## config.mk

```make
export PLATFORM = sky130hd
export DESIGN_NAME = bgfl_ctrl
export DESIGN_NICKNAME = d
export VERILOG_FILES = /design/src/design/bgfl_pkg.sv /design/src/design/bgfl_ctrl.sv
export SDC_FILE = /design/constraint.sdc
export NUM_CORES = 1
export LEC_CHECK = 0
export BUFFER_PORTS_ARGS = -buffer_cell sky130_fd_sc_hd__buf_4
export CORE_AREA = 4 4 41 43
export DETAILED_ROUTE_END_ITERATION = 16
export DIE_AREA = 0 0 45 47
export PLACE_DENSITY = 0.44
export REMOVE_ABC_BUFFERS = 1
export SYNTH_ARGS = -nofsm -noshare
export SYNTH_HDL_FRONTEND = slang
export SYNTH_SLANG_ARGS = --single-unit
export TNS_END_PERCENT = 5
```

## constraint.sdc

```tcl
create_clock -name clock -period 3.4 [get_ports clock]
set_input_delay 0.68 -clock clock [delete_from_list [all_inputs] [get_ports clock]]
set_output_delay 0.68 -clock clock [all_outputs]
set_load 0.02 [all_outputs]
```

## src/design/bgfl_pkg.sv

```systemverilog
package bgfl_pkg;

   localparam logic MODE_CLAIM = 1'b0;
   localparam logic MODE_FREE  = 1'b1;

   localparam logic [1:0] STATUS_OK    = 2'd0;
   localparam logic [1:0] STATUS_OOM   = 2'd1;
   localparam logic [1:0] STATUS_RANGE = 2'd2;

   typedef enum logic [2:0] {
      ST_INIT,
      ST_IDLE,
      ST_EXEC,
      ST_GROW,
      ST_FETCH
   } state_type;

   typedef struct packed {
      logic capture;
      logic rd_en;
      logic start_grow;
      logic sweep;
      logic grow_commit;
      logic apply;
   } cmd_type;

   typedef struct packed {
      logic mode;
      logic head_valid;
      logic full;
      logic sweep_last;
      logic rsp_free;
   } status_type;

endpackage

```

## src/design/bgfl_ctrl.sv

```systemverilog
module bgfl_ctrl (
   input  logic                 clock,
   input  logic                 reset,
   input  logic                 req_valid,
   output logic                 req_ready,
   input  bgfl_pkg::status_type dp_status,
   output bgfl_pkg::cmd_type    dp_cmd
);
   import bgfl_pkg::*;

   state_type state_ff;
   state_type state_in;
   logic      need_grow;

   assign need_grow = (dp_status.mode == MODE_CLAIM) && !dp_status.head_valid &&
                      !dp_status.full;

   always_ff @(posedge clock) begin
      if (reset) begin
         state_ff <= ST_INIT;
      end else begin
         state_ff <= state_in;
      end
   end

   always_comb begin
      state_in = state_ff;
      case (state_ff)
         ST_INIT: begin
            if (dp_status.sweep_last) begin
               state_in = ST_IDLE;
            end
         end
         ST_IDLE: begin
            if (req_valid) begin
               state_in = ST_EXEC;
            end
         end
         ST_EXEC: begin
            if (need_grow) begin
               state_in = ST_GROW;
            end else if (dp_status.rsp_free) begin
               state_in = ST_IDLE;
            end
         end
         ST_GROW: begin
            if (dp_status.sweep_last) begin
               state_in = ST_FETCH;
            end
         end
         ST_FETCH: begin
            state_in = ST_EXEC;
         end
         default: begin
            state_in = ST_INIT;
         end
      endcase
   end

   always_comb begin
      dp_cmd    = '0;
      req_ready = 1'b0;
      case (state_ff)
         ST_INIT: begin
            dp_cmd.sweep = 1'b1;
         end
         ST_IDLE: begin
            req_ready      = 1'b1;
            dp_cmd.capture = req_valid;
            dp_cmd.rd_en   = req_valid;
         end
         ST_EXEC: begin
            dp_cmd.start_grow = need_grow;
            dp_cmd.apply      = !need_grow && dp_status.rsp_free;
         end
         ST_GROW: begin
            dp_cmd.sweep       = 1'b1;
            dp_cmd.grow_commit = dp_status.sweep_last;
         end
         ST_FETCH: begin
            dp_cmd.rd_en = 1'b1;
         end
         default: begin
            dp_cmd = '0;
         end
      endcase
   end

   a_apply_needs_room: assert property (@(posedge clock) disable iff (reset)
      dp_cmd.apply |-> dp_status.rsp_free)
      else $error("result loaded while the output register is occupied");

   a_grow_only_when_empty: assert property (@(posedge clock) disable iff (reset)
      dp_cmd.start_grow |-> !dp_status.head_valid && !dp_status.full)
      else $error("block added while the free list is not empty");

   a_fetch_follows_grow: assert property (@(posedge clock) disable iff (reset)
      (state_ff == ST_GROW) && dp_status.sweep_last |=> (state_ff == ST_FETCH))
      else $error("grow sweep did not end in a head fetch");

endmodule

```

==> results by group, run 1 <==
Timing
  • Final setup viols: 0
  • Fin Setup TNS: 0 ps
  • F_max: 444 MHz
  • Final period util: 66.2%
  • Slew @ Worst Pin: 355 ps
  • Slew Limit Fails: 0
  • Min Tclk post-route: 2250 ps
  • Setup slack after layout: 1150 ps
  • Layout Skew: 0.137 ps
  • Slew HR: 76.3%
  • Final hold viol count: 0
  • RSZ-0062 raised after global routing: no

Worst setup path
  • CP max stage cell: or3_1
  • CP max stage delay: 410 ps
  • Cell Chain, Critical Path: buf_4 > or3_1 > nor4_1 > buf_4
  • Req. time, crit path: 2720 ps
  • Worst R2R Path Depth: 3
  • Cell mode on critical path: buf_4
  • FF-to-FF setup slack: 2160 ps
  • Critical path peak fanout: 4
  • Crit path depth: 4
  • Crit. End Element: output pin
  • WS Path Type: in -> out
  • Setup crit start kind: input pin
  • Buf/Inv on CP: 2
  • CP delay by family, top: simple AND/OR/NAND/NOR gates
  • CP arrival: 1570 ps

Final layout
  • Largest regs: state_ff (3)
  • Layout cell share with drive strength beyond 1: between 40 and 50%
  • Area grow syn2layout: 56.6%
  • N_diodes: 0
  • Max FFs per register: 3
  • Fin nets: 53
  • Finished Core Util: 28.5%
  • Most flops, register: state_ff

Synthesis
  • Main synth FF type: dfxtp_1
  • Post-synth EDFFs: 0
  • Unique masters post-synth: 21
  • Async S/R FF share, synth: 0%
  • YS warnings: 0
  • Synth top area share: ~25%
  • Post-Syn Instances: 28
  • Top cells by area, synth: dfxtp_1 (25%), nor4bb_4 (11%), nor3_1 (6.3%), nor3b_1 (6.3%), a311o_2 (4.8%)
  • Mean Syn Cell Area: ~8.4 sq um
  • Post-Syn Area: about 240 sq um
  • Yosys top cell by area: dfxtp_1
  • Sequential share of the synthesized area: 25.4%
  • Synth cell count leaders: dfxtp_1 (3), nor3_1 (3), inv_1 (2), nand2_1 (2), nor3b_1 (2)
  • Register bit total from synthesis: 3

Floorplanning
  • Die H: 47 um
  • Core ar.: 1300 sq um
  • Die X: 45 um
  • Std cell rows: 13
  • I/O Pins: 15
  • Starting Density: 18.2%
  • Full die area: 2120 sq um

Clock tree
  • TritonCTS clock tree: built
  • Number of gates resized after cts: 0
  • H-tree depth: 1
  • CTS Hold Buffers Added: 0
  • Clk_lat worst skew: 230 ps
  • Root buf cell: clkbuf_4
  • Postcts setup bufs: 0
  • Clock-pin slew on the worst setup and hold paths: 40 ps
  • Clock tree buffer depth: 2
  • Num CTS Buffers: 3
  • Sink Count: 3

Routing
  • DRC viols: 0
  • DRT antenna net count: 0
  • DRT iter0 DRCs: 2
  • Pre-Repair DR Iteration Count: 3
  • Routed WL per cell: 10.3 um
  • Via density: 4.39
  • DRT Wirelength: between 600 and 700 um
  • Vias: roughly 260

Pwr
  • Total chip power: roughly 0.14 mW
  • Pleak: 0.163 nW
  • Max IR drop VDD: ~0.00016 V
  • PD cells: 390 nW/um^2

Worst hold path
  • Hold Path Class: reg -> reg
  • Hold depth: 2

GRT
  • Total track usage: 6.79%
  • Gr ovfl total: 0
  • Vias in the first global route: about 260
  • Initial antenna violation count: 0
  • Largest net degree at the start of global routing: 11
  • Global-route wire length before repair: 1020 um

Placement
  • Gpl congestion: 0.781
  • # port buffers: 14
  • Hpwl dp: between 500 and 600 um
  • Pre-CTS worst setup slack: around 1200 ps

Flow run
  • Max cap viols: 0

Run status
  • Status: finished, final reports clean
logic make-up after synthesis:
group	after synthesis	share of synthesized area, %
DFF	3	25.4
buffers and inverters	5	11.6
AOI/OAI and AO/OA	7	23.3
and+or+nand+nor	13	39.7
worst reg2reg max path, cell delays in order (launching register included):
cell      delay [ps]
dfxtp_1          520
nor4bb_4         100
a31o_1           220
o31a_1           290
metrics by stage:
step	hold slack (ps)	instance area [sq um]	instances
CTS	623	370	59
floorplan	558	220	26
detailed placement	617	344	55
global placement	627	344	55
global route	629	370	59
finish	628	370	59
worst paths after layout:
| kind | start | to |
|---|---|---|
| max | dp_status[3] | dp_cmd[3] |
| max reg2reg | state_ff[2] | state_ff[1] |
| min | state_ff[1] | state_ff[0] |
| min reg2reg | state_ff[1] | state_ff[0] |
metal layers:
metal,wire (um),vias up,GRT usage [%]
met3,24,0,2.30
met5,0,-,0
li1,-,136,-
met4,0,0,5.26
met1,226,118,6.12
met2,357,5,12.4
layout by cell type, fill, tap and decap left out:
cell type / n
buf_4: 14
nor3_1: 3
clkbuf_4: 3
dfxtp_1: 3
inv_1: 2
nand2_1: 2
nor3b_1: 2
nor4bb_4: 1
inv_2: 1
a31o_1: 1
or3_1: 1
nor4_1: 1
or2_2: 1
a21oi_1: 1
and3_1: 1
o21ai_0: 1
a311o_2: 1
a221oi_1: 1
a21boi_0: 1
o31a_1: 1
nor2b_1: 1
clkbuf_1: 1
report_power, final:
group | internal, mW | total, mW | switching [mW]
Clock | 0.0439 | 0.0608 | 0.0170
Sequential | 0.0378 | 0.0434 | 0.00559
Combinational | 0.0221 | 0.0401 | 0.0180
layout make-up:
type                       instances  area (sq um)
fill                             160           931
multi-input combinational         20           149
timing repair buffer              14           105
sequential                         3          60.1
clock buffer                       4          26.3
tap                               15          18.8
inverter                           3          11.3
Note: power is estimated with default switching activity, not from simulation.
==> run 2, diff against run 1 <==
Clock period 3.4 ns to 2.4 ns, I/O delays scaled along.
==> run 2 against run 1 <==
Largest cell class unchanged. Highest routed layer is now met4. Flip-flop and latch count did not move. Clock skew is 1.3 ps higher. Design area stayed put. Global-route usage is 0.63 points lower. Critical endpoint is now dp_cmd[4]. Die area unchanged.
==> results by group, run 2 (synthesis gave the netlist of run 1 again) <==
Timing
  • Slew @ Worst Pin: 353 ps (-2.62 ps)
  • Layout Skew: 1.41 ps (+1.28 ps)
  • Final hold viol count: 0 (unchanged)
  • Min Tclk post-route: 1870 ps
  • Slew HR: 76.5% (+0.17 points)
  • Final setup viols: 0 (unchanged)
  • Final period util: 77.9%
  • Setup slack after layout: 530 ps (-619 ps)
  • Slew Limit Fails: 0 (unchanged)
  • Fin Setup TNS: 0 ps (unchanged)
  • RSZ-0062 raised after global routing: no
  • F_max: 535 MHz

Worst setup path
  • Crit. End Element: output pin
  • Critical path peak fanout: 10 (+6)
  • WS Path Type: reg -> out
  • Cell Chain, Critical Path: nor4bb_4 > a31o_1 > buf_4
  • Req. time, crit path: 1920 ps (-800 ps)
  • CP delay by family, top: flip-flops
  • CP max stage cell: dfxtp_1
  • Crit path from: state_ff[0]
  • CP arrival: 1390 ps (-180 ps)
  • Buf/Inv on CP: 1 (-1)
  • Setup crit start kind: flop
  • FF-to-FF setup slack: 1160 ps (-1000 ps)
  • Worst r2r src: state_ff[2]
  • CP max stage delay: 480 ps (+70 ps)

Floorplanning
  • I/O Pins: 15 (unchanged)
  • Die X: 45 um (unchanged)
  • Starting Density: 18.2% (unchanged)
  • Std cell rows: 13 (unchanged)
  • Full die area: 2120 sq um (unchanged)
  • Core ar.: 1300 sq um (unchanged)
  • Die H: 47 um (unchanged)

Final layout
  • FF/Latch Area: 60.1 sq um (unchanged)
  • Max FFs per register: 3 (unchanged)
  • Fin nets: 53 (unchanged)
  • Most flops, register: state_ff
  • Finished Core Util: 28.5% (unchanged)
  • Area of the multi-input gates: 149 sq um (unchanged)
  • N_diodes: 0 (unchanged)
  • Most frequent cells in the layout: buf_4 (14), nor3_1 (3), clkbuf_4 (3), dfxtp_1 (3)
  • Largest regs: state_ff (3)
  • Layout cell share with drive strength beyond 1: 47.7% (unchanged)
  • Area grow syn2layout: 56.6% (unchanged)
  • Fill cells: 152 (-5.0%)
  • Most common cell after layout, fill and taps aside: buf_4

GRT
  • Total track usage: 6.16% (-0.63 points)
  • Gr ovfl total: 0 (unchanged)
  • Initial antenna violation count: 0 (unchanged)
  • Vias in the first global route: 245 (-6.8%)
  • Global-route wire length before repair: 903 um (-12%)
  • Largest net degree at the start of global routing: 11 (unchanged)

Placement
  • # port buffers: 14 (unchanged)
  • Gpl congestion: 0.799 (+2.3%)
  • Pre-CTS worst setup slack: 541 ps (-612 ps)
  • Hpwl dp: 487 um (-2.7%)

Clock tree
  • H-tree depth: 1 (unchanged)
  • Root buf cell: clkbuf_4
  • Sink Count: 3 (unchanged)
  • TritonCTS clock tree: built
  • Clock tree buffer depth: 2 (unchanged)
  • Number of gates resized after cts: 0 (unchanged)
  • CTS Hold Buffers Added: 0 (unchanged)
  • Clock-pin slew on the worst setup and hold paths: 40 ps (about the same)
  • Num CTS Buffers: 3 (unchanged)
  • Clk_lat worst skew: 230 ps (about the same)
  • Postcts setup bufs: 0 (unchanged)

Routing
  • Routed WL per cell: 10.2 um (-0.82%)
  • Pre-Repair DR Iteration Count: 2 (-1)
  • DRC viols: 0 (unchanged)
  • DRT Wirelength: 603 um (-0.82%)
  • DRT antenna net count: 0 (unchanged)
  • Vias: 261 (+0.77%)
  • Via density: 4.42 (+0.77%)
  • DRT iter0 DRCs: 1 (-1)

Pwr
  • Total chip power: 0.205 mW (+42%)
  • Max IR drop VDD: 0.000200 V (+28%)
  • Clock network power share: 42.3% (about the same)
  • P_sw: 0.0578 mW (+42%)
  • PD cells: 553 nW/um^2 (+42%)
  • Pleak: 0.163 nW (unchanged)
  • Flop pwr share: 29.9% (-0.2 points)
  • Sw Ratio: 28.2% (+0.12 points)
  • Power share of the combinational group: 27.8% (about the same)
  • Int Pwr: 0.147 mW (+42%)

Worst hold path
  • Hold wc startpoint: reset
  • Hold Path Class: in -> reg

Run status
  • Status: finished, final reports clean

Flow run
  • Max cap viols: 0 (unchanged)
-- run 2: layout make-up --
class	count	area share (%)
Multi-Input combinational cell	20	40.2
Timing Repair Buffer	14	28.4
Sequential cell	3	16.2
Clock buffer	4	7.09
Tap cell	15	5.07
Inverter	3	3.04
-- run 2: power by group through the flow --
stage                     Combinational, mW  Clock (mW)  Sequential, mW
final                                0.0570      0.0865          0.0613
after global routing                 0.0613      0.0917          0.0619
after CTS                            0.0580      0.0910          0.0610
after detailed placement             0.0580           0          0.0618
after global placement               0.0579           0          0.0618
after floorplan                      0.0324           0          0.0601
-- run 2: path summary, 6_finish.rpt --
kind / end / depth (start not counted)
setup / recovery: dp_cmd[4] / 3
hold / removal: state_ff[2] / 2
setup reg to reg: state_ff[1] / 3
hold reg to reg: state_ff[0] / 2
-- run 2: per-layer routing --
metal / GRT usage (%) / share of wire [%] / vias up
met5: 0 / 0 / -
met2: 11.3 / 55 / 7
met4: 7.02 / 2.7 / 0
li1: - / - / 136
met1: 5.22 / 38 / 116
met3: 1.15 / 3.8 / 2
-- run 2: stage by stage --
| step | cells | hold slack, ps | cell area (sq um) |
|---|---|---|---|
| floorplan | 26 | 552 | 220 |
| global placement | 55 | 626 | 344 |
| detailed placement | 55 | 624 | 344 |
| CTS | 59 | 425 | 370 |
| global route | 59 | 435 | 370 |
| finish | 59 | 427 | 370 |
==> run 3, diff against run 2 <==
Settings changed: PLACE_DENSITY 0.44 to 0.45.
Clock period 2.4 ns to 1.7 ns, I/O delays scaled along.
==> run 3 against run 2 <==
Core utilization is 0.77 points higher. Combinational power is 55% higher. Power is 44% higher. Design area is 2.7% higher. Worst hold slack worse by 140 ps. Sequential share of layout area is 0.23 points higher. Global-route usage is 0.32 points higher. Critical path depth is 1 higher. Sequential power is 35% higher. Die area stayed put. Critical endpoint is now dp_cmd[3]. Largest cell class unchanged.
==> results by group, run 3 (synthesis gave the netlist of run 1 again) <==
Pwr
  • P_sw: 0.0833 mW (+44%)
  • Total chip power: 0.295 mW (+44%)
  • Max IR drop VDD: 0.000349 V (+74%)
  • Sw Ratio: 28.3% (about the same)
  • Clock network power share: 41.8% (-0.5 points)
  • PD cells: 774 nW/um^2 (+40%)
  • Power share of the combinational group: 30.0% (+2.2 points)
  • Pleak: 0.169 nW (+3.7%)
  • Flop pwr share: 28.2% (-1.7 points)
  • Int Pwr: 0.211 mW (+44%)

GRT
  • Largest net degree at the start of global routing: 10 (-1)
  • Vias in the first global route: 241 (-1.6%)
  • Global-route wire length before repair: 917 um (+1.6%)
  • Gr ovfl total: 0 (unchanged)
  • Initial antenna violation count: 0 (unchanged)
  • Total track usage: 6.47% (+0.32 points)

Final layout
  • Design area: 380 sq um (+2.7%)
  • Most flops, register: state_ff
  • Post-Layout Cell Count: 60 (+1.7%)
  • Max FFs per register: 3 (unchanged)
  • N_diodes: 0 (unchanged)
  • Fin nets: 54 (+1.9%)
  • Largest regs: state_ff (3)
  • Most common cell after layout, fill and taps aside: buf_4
  • Most frequent cells in the layout: buf_4 (15), nor3_1 (3), clkbuf_4 (3)
  • Finished Core Util: 29.2% (+0.77 points)
  • Area grow syn2layout: 60.8%
  • Layout cell share with drive strength beyond 1: 53.3% (+5.6 points)

Floorplanning
  • Die X: 45 um (unchanged)
  • Std cell rows: 13 (unchanged)
  • Die H: 47 um (unchanged)
  • I/O Pins: 15 (unchanged)
  • Full die area: 2120 sq um (unchanged)
  • Core ar.: 1300 sq um (unchanged)
  • Starting Density: 18.2% (unchanged)

Timing
  • RSZ-0062 raised after global routing: no
  • Final setup viols: 0 (unchanged)
  • Slew Limit Fails: 0 (unchanged)
  • Final hold viol count: 0 (unchanged)
  • Fin Setup TNS: 0 ps (unchanged)
  • F_max: 635 MHz
  • Layout Skew: 3.78 ps (+2.37 ps)
  • Final period util: about 93%
  • Slew @ Worst Pin: 231 ps (-122 ps)
  • Slew HR: 84.5% (+8.0 points)
  • Min Tclk post-route: 1570 ps

Clock tree
  • Num CTS Buffers: 3 (unchanged)
  • Clock-pin slew on the worst setup and hold paths: 30 ps (about the same)
  • Clock tree buffer depth: 2 (unchanged)
  • Root buf cell: clkbuf_4
  • Postcts setup bufs: 0 (unchanged)
  • Sink Count: 3 (unchanged)
  • Clk_lat worst skew: 230 ps (about the same)
  • H-tree depth: 1 (unchanged)
  • TritonCTS clock tree: built

Routing
  • Via density: 4.55 (+2.9%)
  • Vias: 273 (+4.6%)
  • Pre-Repair DR Iteration Count: 4 (+2)
  • Routed WL per cell: 10.5 um (+2.6%)
  • DRT iter0 DRCs: 10 (+9)
  • Metal2 WL: 363 um (+9.0%)
  • Met3 WL: 31 um (+35%)
  • Top layer in use: met3
  • M1 wire length: 234 um (+1.3%)
  • DRC viols: 0 (unchanged)
  • DRT antenna net count: 0 (unchanged)
  • DRT Wirelength: 629 um (+4.3%)

Worst setup path
  • Worst r2r src: state_ff[0]
  • Critical path peak fanout: 4 (-6)
  • Req. time, crit path: 1360 ps (-560 ps)
  • Crit. End Element: output pin
  • CP arrival: 1230 ps (-160 ps)
  • WS Path Type: in -> out
  • Crit path from: dp_status[3]
  • Setup crit start kind: input pin

Placement
  • Gpl congestion: 0.780 (-2.3%)
  • # port buffers: 14 (unchanged)
  • Post-DP Area: 352 sq um (+2.2%)
  • Placed insts: 56 (+1.8%)

Flow run
  • Max cap viols: 0 (unchanged)

Worst hold path
  • Hold wc startpoint: reset
  • Hold Path Class: in -> reg

Run status
  • Status: finished, final reports clean
run 3: area by class of cell:
cell class                 count  area (sq um)
fill                         149           921
multi-input combinational     20           149
timing repair buffer          15           113
sequential                     3          62.6
clock buffer                   4          26.3
tap                           15          18.8
inverter                       3          11.3
run 3: metrics by stage:
step,setup slack [ps],hold slack [ps]
after global placement,140,525
after global routing,13.2,283
after floorplan,-23.0,412
after detailed placement,114,530
final,126,286
after CTS,51.3,287
run 3: power groups by stage:
stage | registers [mW] | clock network [mW] | logic (mW)
after floorplan | 0.0849 | 0 | 0.0457
after global placement | 0.0837 | 0 | 0.0891
after detailed placement | 0.0836 | 0 | 0.0894
after CTS | 0.0825 | 0.127 | 0.0895
after global routing | 0.0840 | 0.137 | 0.0960
final | 0.0830 | 0.123 | 0.0885
run 3: worst paths after layout:
kind | depth (start not counted) | end | slack (ps)
setup / recovery | 4 | dp_cmd[3] | 130
setup reg to reg | 4 | state_ff[1] | 500
hold reg to reg | 2 | state_ff[0] | 570
hold / removal | 2 | state_ff[2] | 290
run 3: critical path: stages:
cell and delay, ps:
buf_4 110, or3_1 410, nor4_1 190, buf_4 190
run 3: routing by layer:
layer	GRT usage (%)	vias up
met5	0	-
met4	5.26	0
met3	3.45	0
met2	12.1	11
met1	4.76	126
li1	-	136
run 3: timing repair:
item / in CTS / in global routing
setup endpoints to repair: 0 / 3
hold buffers: 0 / 0
gates resized for setup: 0 / 2
